**src/rtl/sof_pkg.sv**
```systemverilog
// ---------------------------------------------------------------------------
// sof_pkg: shared types and constants for the sphere overlap search
// Table geometry, entry layout, scan state codes and the status group
// passed from the distance pipeline to the scan control.
// ---------------------------------------------------------------------------
package sof_pkg;

    localparam int TABLE_DEPTH = 256;
    localparam int IDX_W       = (TABLE_DEPTH > 1) ? $clog2(TABLE_DEPTH) : 1;
    localparam int CNT_W       = $clog2(TABLE_DEPTH + 1);
    localparam int HIT_IDX_W   = 8;

    localparam logic KIND_LOAD  = 1'b0;
    localparam logic KIND_QUERY = 1'b1;

    typedef struct packed {
        logic [14:0]        radius;
        logic signed [15:0] z;
        logic signed [15:0] y;
        logic signed [15:0] x;
    } sof_entry_t;

    typedef struct packed {
        logic             pending;
        logic             valid;
        logic             hit;
        logic [IDX_W-1:0] index;
    } sof_stat_t;

    typedef enum logic [1:0] {
        S_IDLE,
        S_SCAN,
        S_REPORT
    } sof_state_t;

endpackage

```
**src/rtl/sof_dist.sv**
```systemverilog
// ---------------------------------------------------------------------------
// sof_dist: three-stage sphere overlap test
// Stage 1 takes centre differences and the radius sum, stage 2 squares
// them, stage 3 adds the distance terms and compares against the radius
// sum squared. Flush drops every beat in flight.
// ---------------------------------------------------------------------------
module sof_dist
    import sof_pkg::*;
(
    input  logic             clk,
    input  logic             rst_n,
    input  logic             flush,
    input  logic             in_valid,
    input  logic [IDX_W-1:0] in_index,
    input  sof_entry_t       probe,
    input  sof_entry_t       entry,
    output sof_stat_t        stat
);

    logic               s1_vld_reg;
    logic [IDX_W-1:0]   s1_idx_reg;
    logic signed [16:0] dx_reg, dy_reg, dz_reg;
    logic [15:0]        rs_reg;

    logic               s2_vld_reg;
    logic [IDX_W-1:0]   s2_idx_reg;
    logic [31:0]        sqx_reg, sqy_reg, sqz_reg, rsq_reg;

    logic               s3_vld_reg;
    logic [IDX_W-1:0]   s3_idx_reg;
    logic               s3_hit_reg;

    logic signed [16:0] dx, dy, dz;
    logic [15:0]        rs;
    logic signed [33:0] sqx, sqy, sqz;
    logic [31:0]        rsq;
    logic [33:0]        dist_sq;
    logic               hit;

    always_comb
    begin
        dx      = {probe.x[15], probe.x} - {entry.x[15], entry.x};
        dy      = {probe.y[15], probe.y} - {entry.y[15], entry.y};
        dz      = {probe.z[15], probe.z} - {entry.z[15], entry.z};
        rs      = {1'b0, probe.radius} + {1'b0, entry.radius};
        sqx     = 34'(dx_reg) * 34'(dx_reg);
        sqy     = 34'(dy_reg) * 34'(dy_reg);
        sqz     = 34'(dz_reg) * 34'(dz_reg);
        rsq     = 32'(rs_reg) * 32'(rs_reg);
        dist_sq = {2'b00, sqx_reg} + {2'b00, sqy_reg} + {2'b00, sqz_reg};
        // touching spheres are not a hit
        hit     = dist_sq < {2'b00, rsq_reg};
    end

    always_ff @(posedge clk or negedge rst_n)
    begin
        if (!rst_n)
        begin
            s1_vld_reg <= 1'b0;
            s2_vld_reg <= 1'b0;
            s3_vld_reg <= 1'b0;
        end
        else
        begin
            s1_vld_reg <= in_valid && !flush;
            s2_vld_reg <= s1_vld_reg && !flush;
            s3_vld_reg <= s2_vld_reg && !flush;
        end
    end

    always_ff @(posedge clk)
    begin
        s1_idx_reg <= in_index;
        dx_reg     <= dx;
        dy_reg     <= dy;
        dz_reg     <= dz;
        rs_reg     <= rs;
        s2_idx_reg <= s1_idx_reg;
        // squares of 17-bit differences stay below 2^32
        sqx_reg    <= sqx[31:0];
        sqy_reg    <= sqy[31:0];
        sqz_reg    <= sqz[31:0];
        rsq_reg    <= rsq;
        s3_idx_reg <= s2_idx_reg;
        s3_hit_reg <= hit;
    end

    assign stat.pending = s1_vld_reg || s2_vld_reg;
    assign stat.valid   = s3_vld_reg;
    assign stat.hit     = s3_hit_reg;
    assign stat.index   = s3_idx_reg;

endmodule

```
**config.mk**
```make
export PLATFORM = sky130hd
export DESIGN_NAME = sof_dist
export DESIGN_NICKNAME = d
export VERILOG_FILES = /design/src/rtl/sof_pkg.sv /design/src/rtl/sof_dist.sv
export SDC_FILE = /design/constraint.sdc
export NUM_CORES = 2
export LEC_CHECK = 0
export BUFFER_PORTS_ARGS = -buffer_cell sky130_fd_sc_hd__clkbuf_2
export CELL_PAD_IN_SITES_DETAIL_PLACEMENT = 1
export CELL_PAD_IN_SITES_GLOBAL_PLACEMENT = 1
export CORE_MARGIN = 2
export CORE_UTILIZATION = 52
export DETAILED_ROUTE_END_ITERATION = 16
export PLACE_DENSITY = 0.88
export SLEW_MARGIN = 20
export SYNTH_ARGS = -nofsm -noshare
export SYNTH_HDL_FRONTEND = slang
export SYNTH_SLANG_ARGS = --single-unit
export TNS_END_PERCENT = 1
```
**constraint.sdc**
```tcl
create_clock -name clk -period 8.6 [get_ports clk]
set_input_delay 2.15 -clock clk [delete_from_list [all_inputs] [get_ports clk]]
set_output_delay 2.15 -clock clk [all_outputs]
set_load 0.01 [all_outputs]
```
==> flow_summary.json <==
{
  "cap_violations": 0,
  "viasPerCell": 5.46,
  "clock_sinks": 219,
  "drive_above_1_share": 0.0502,
  "async_flop_share": 0.0137,
  "cts_tree": "done",
  "synthTopCellsByArea": "fa_1, ha_1, inv_1",
  "n_antenna_cell": 0,
  "netlist_instances": 4806,
  "ctsHoldBuffers": 0,
  "ys_ff_latch": 219,
  "avgSynthCellArea_um2": 9.42,
  "synthDistinctLibCells": 85,
  "synth_top_area_cell": "fa_1",
  "hold_viol": 0,
  "htree_levels": 1,
  "boundaryPins": 149,
  "slew_viol_final": 0,
  "drc": 0,
  "ys.flop_type": "dfxtp_1",
  "die_h_um": 299,
  "seq_area_frac_synth": 0.0972,
  "first_pass_iters": 5,
  "num_rows": 108,
  "port-buffer-count": 148,
  "arrival_ps": 7610,
  "startpoint_type": "register",
  "syn_to_final_growth_pct": 6.27,
  "clk_latency_ps": 620,
  "synth_edf_count": 0,
  "ant_nets": 0,
  "grt_util_all_layers": 0.296,
  "tightest_slew_ps": 1070,
  "antenna_found_initial": 2,
  "post_cts_resized": 0,
  "clock.fmax_mhz": 140,
  "synth_top_area_frac": 0.428,
  "vias": 33200,
  "core-area_um2": 86500,
  "fin_skew_ps": 24.7,
  "grt_pass1_wl_um": 209000,
  "setup_tns_ps": 0,
  "cts_buffer_depth": 3,
  "place.gp.congestion": 0.862,
  "critical_path_class": "reg -> reg",
  "multi_input_area_um2": 35600,
  "synth_warnings": 0,
  "die_area_um2": 89500,
  "n_fill_cell": 9968,
  "rrSetupSlack_ps": 1480,
  "wl_per_cell_um": 21.0,
  "fp.dieW_um": 299,
  "cts_buffers": 27,
  "rsz0062_at_grt": "no",
  "fin_crit_sh": 0.828,
  "grt_max_degree": 32,
  "post_cts_buffers": 0,
  "layout.nets": 6480,
  "final_cell_mix": "inv_1, fa_1, ha_1",
  "wl_um": 127000,
  "final_common_cell": "inv_1",
  "status": "completed",
  "max_slew_margin": 0.284,
  "initial_core_util": 0.524,
  "seqCellArea_um2": 4400,
  "period_needed_ps": 7120,
  "syn_area_um2": 45300,
  "setup_viol": 0,
  "grt_remaining_overflow": 0,
  "clkTransAtPathRegs_ps": 70,
  "critPathCaptureType": "register",
  "dp_hpwl_um": 105000,
  "hold_class": "reg -> reg",
  "cts.root.buffer_cell": "clkbuf_16",
  "grt_pass1_vias": 40700,
  "cp.required_ps": 9090,
  "path_max_fanout": 31,
  "drtIter0Drc": 1548
}
[cell type report]
class,instances,area share
clock buffer,32,0.0146
sequential,219,0.0914
clock inverter,18,0.00517
timing repair buffer,153,0.0162
multi-input combinational,3188,0.740
inverter,1311,0.102
tap,1155,0.0300
[through the flow]
stage	utilization	setup slack [ps]	instance area, um2	std cells	hold WS (ps)
floorplan	-	2510	45300	4807	310
global placement	0.545	2120	47200	6026	310
detailed placement	0.545	1650	47200	6026	314
CTS	0.556	1480	48100	6076	324
global route	0.556	1130	48100	6076	330
finish	0.556	1480	48100	6076	319
[routing by layer]
metal  vias to the layer above  share of wire  global-route usage
met2                       950           0.54               0.561
met5                         -        0.00023                   0
met1                     17100           0.35               0.320
met4                         4          0.061               0.158
li1                      14600              -                   -
met3                       493          0.041              0.0363
[kinds of logic (layout without fill, tap and decap cells)]
logic type,count (synthesis),in the layout,share of synthesized area
adders and majority gates,1442,1442,0.559
buffers and inverters,1400,1514,0.116
and+or+nand+nor,1046,1046,0.113
AOI/OAI and AO/OA,457,457,0.0682
xor gates and xnor gates,235,235,0.0455
DFF,219,219,0.0972
muxes,5,5,0.00122
other,2,3,0.000166
[worst paths after layout]
| path | from | endpoint | cells past startpoint |
|---|---|---|---|
| hold reg to reg | s1_idx_reg[5] | s2_idx_reg[5] | 0 |
| setup reg to reg | dy_reg[16] | sqy_reg[31] | 22 |
| max in group asynchronous | rst_n | s2_vld_reg | 1 |
| hold / removal | s1_idx_reg[5] | s2_idx_reg[5] | 0 |
| setup / recovery | dy_reg[16] | sqy_reg[31] | 22 |
| min in group asynchronous | rst_n | s1_vld_reg | 1 |
[worst max-delay path, stage by stage (launching register included)]
cell      delay (ps)
dfxtp_1         1030
nand2_1          250
inv_1            270
fa_1             590
inv_1            200
fa_1             420
inv_1             90
fa_1             440
fa_1             520
fa_1             490
inv_1             50
fa_1             470
inv_1             40
ha_1             340
a21o_1           200
a21oi_1          260
nor3b_1          400
a21oi_1          170
inv_1             80
o311ai_1         120
a31o_1           230
a21o_1           190
xnor2_1          120
[cells in the mapped netlist, types with 22 or more instances]
cell / number
inv_1: 1311
fa_1: 967
ha_1: 475
nand2_1: 372
and2_1: 219
dfxtp_1: 216
xnor2_1: 189
nor2_1: 165
a21oi_1: 134
clkbuf_1: 87
nor2b_1: 71
o21ai_0: 55
nand3_1: 50
nor3_1: 50
a21o_1: 49
xor2_1: 46
nand2b_1: 32
o21ai_1: 27
and3_1: 22
o21a_1: 22
Power is left out: the tool's default activity adds up to more than one toggle a clock period on the data nets, which glitch-free logic cannot reach.
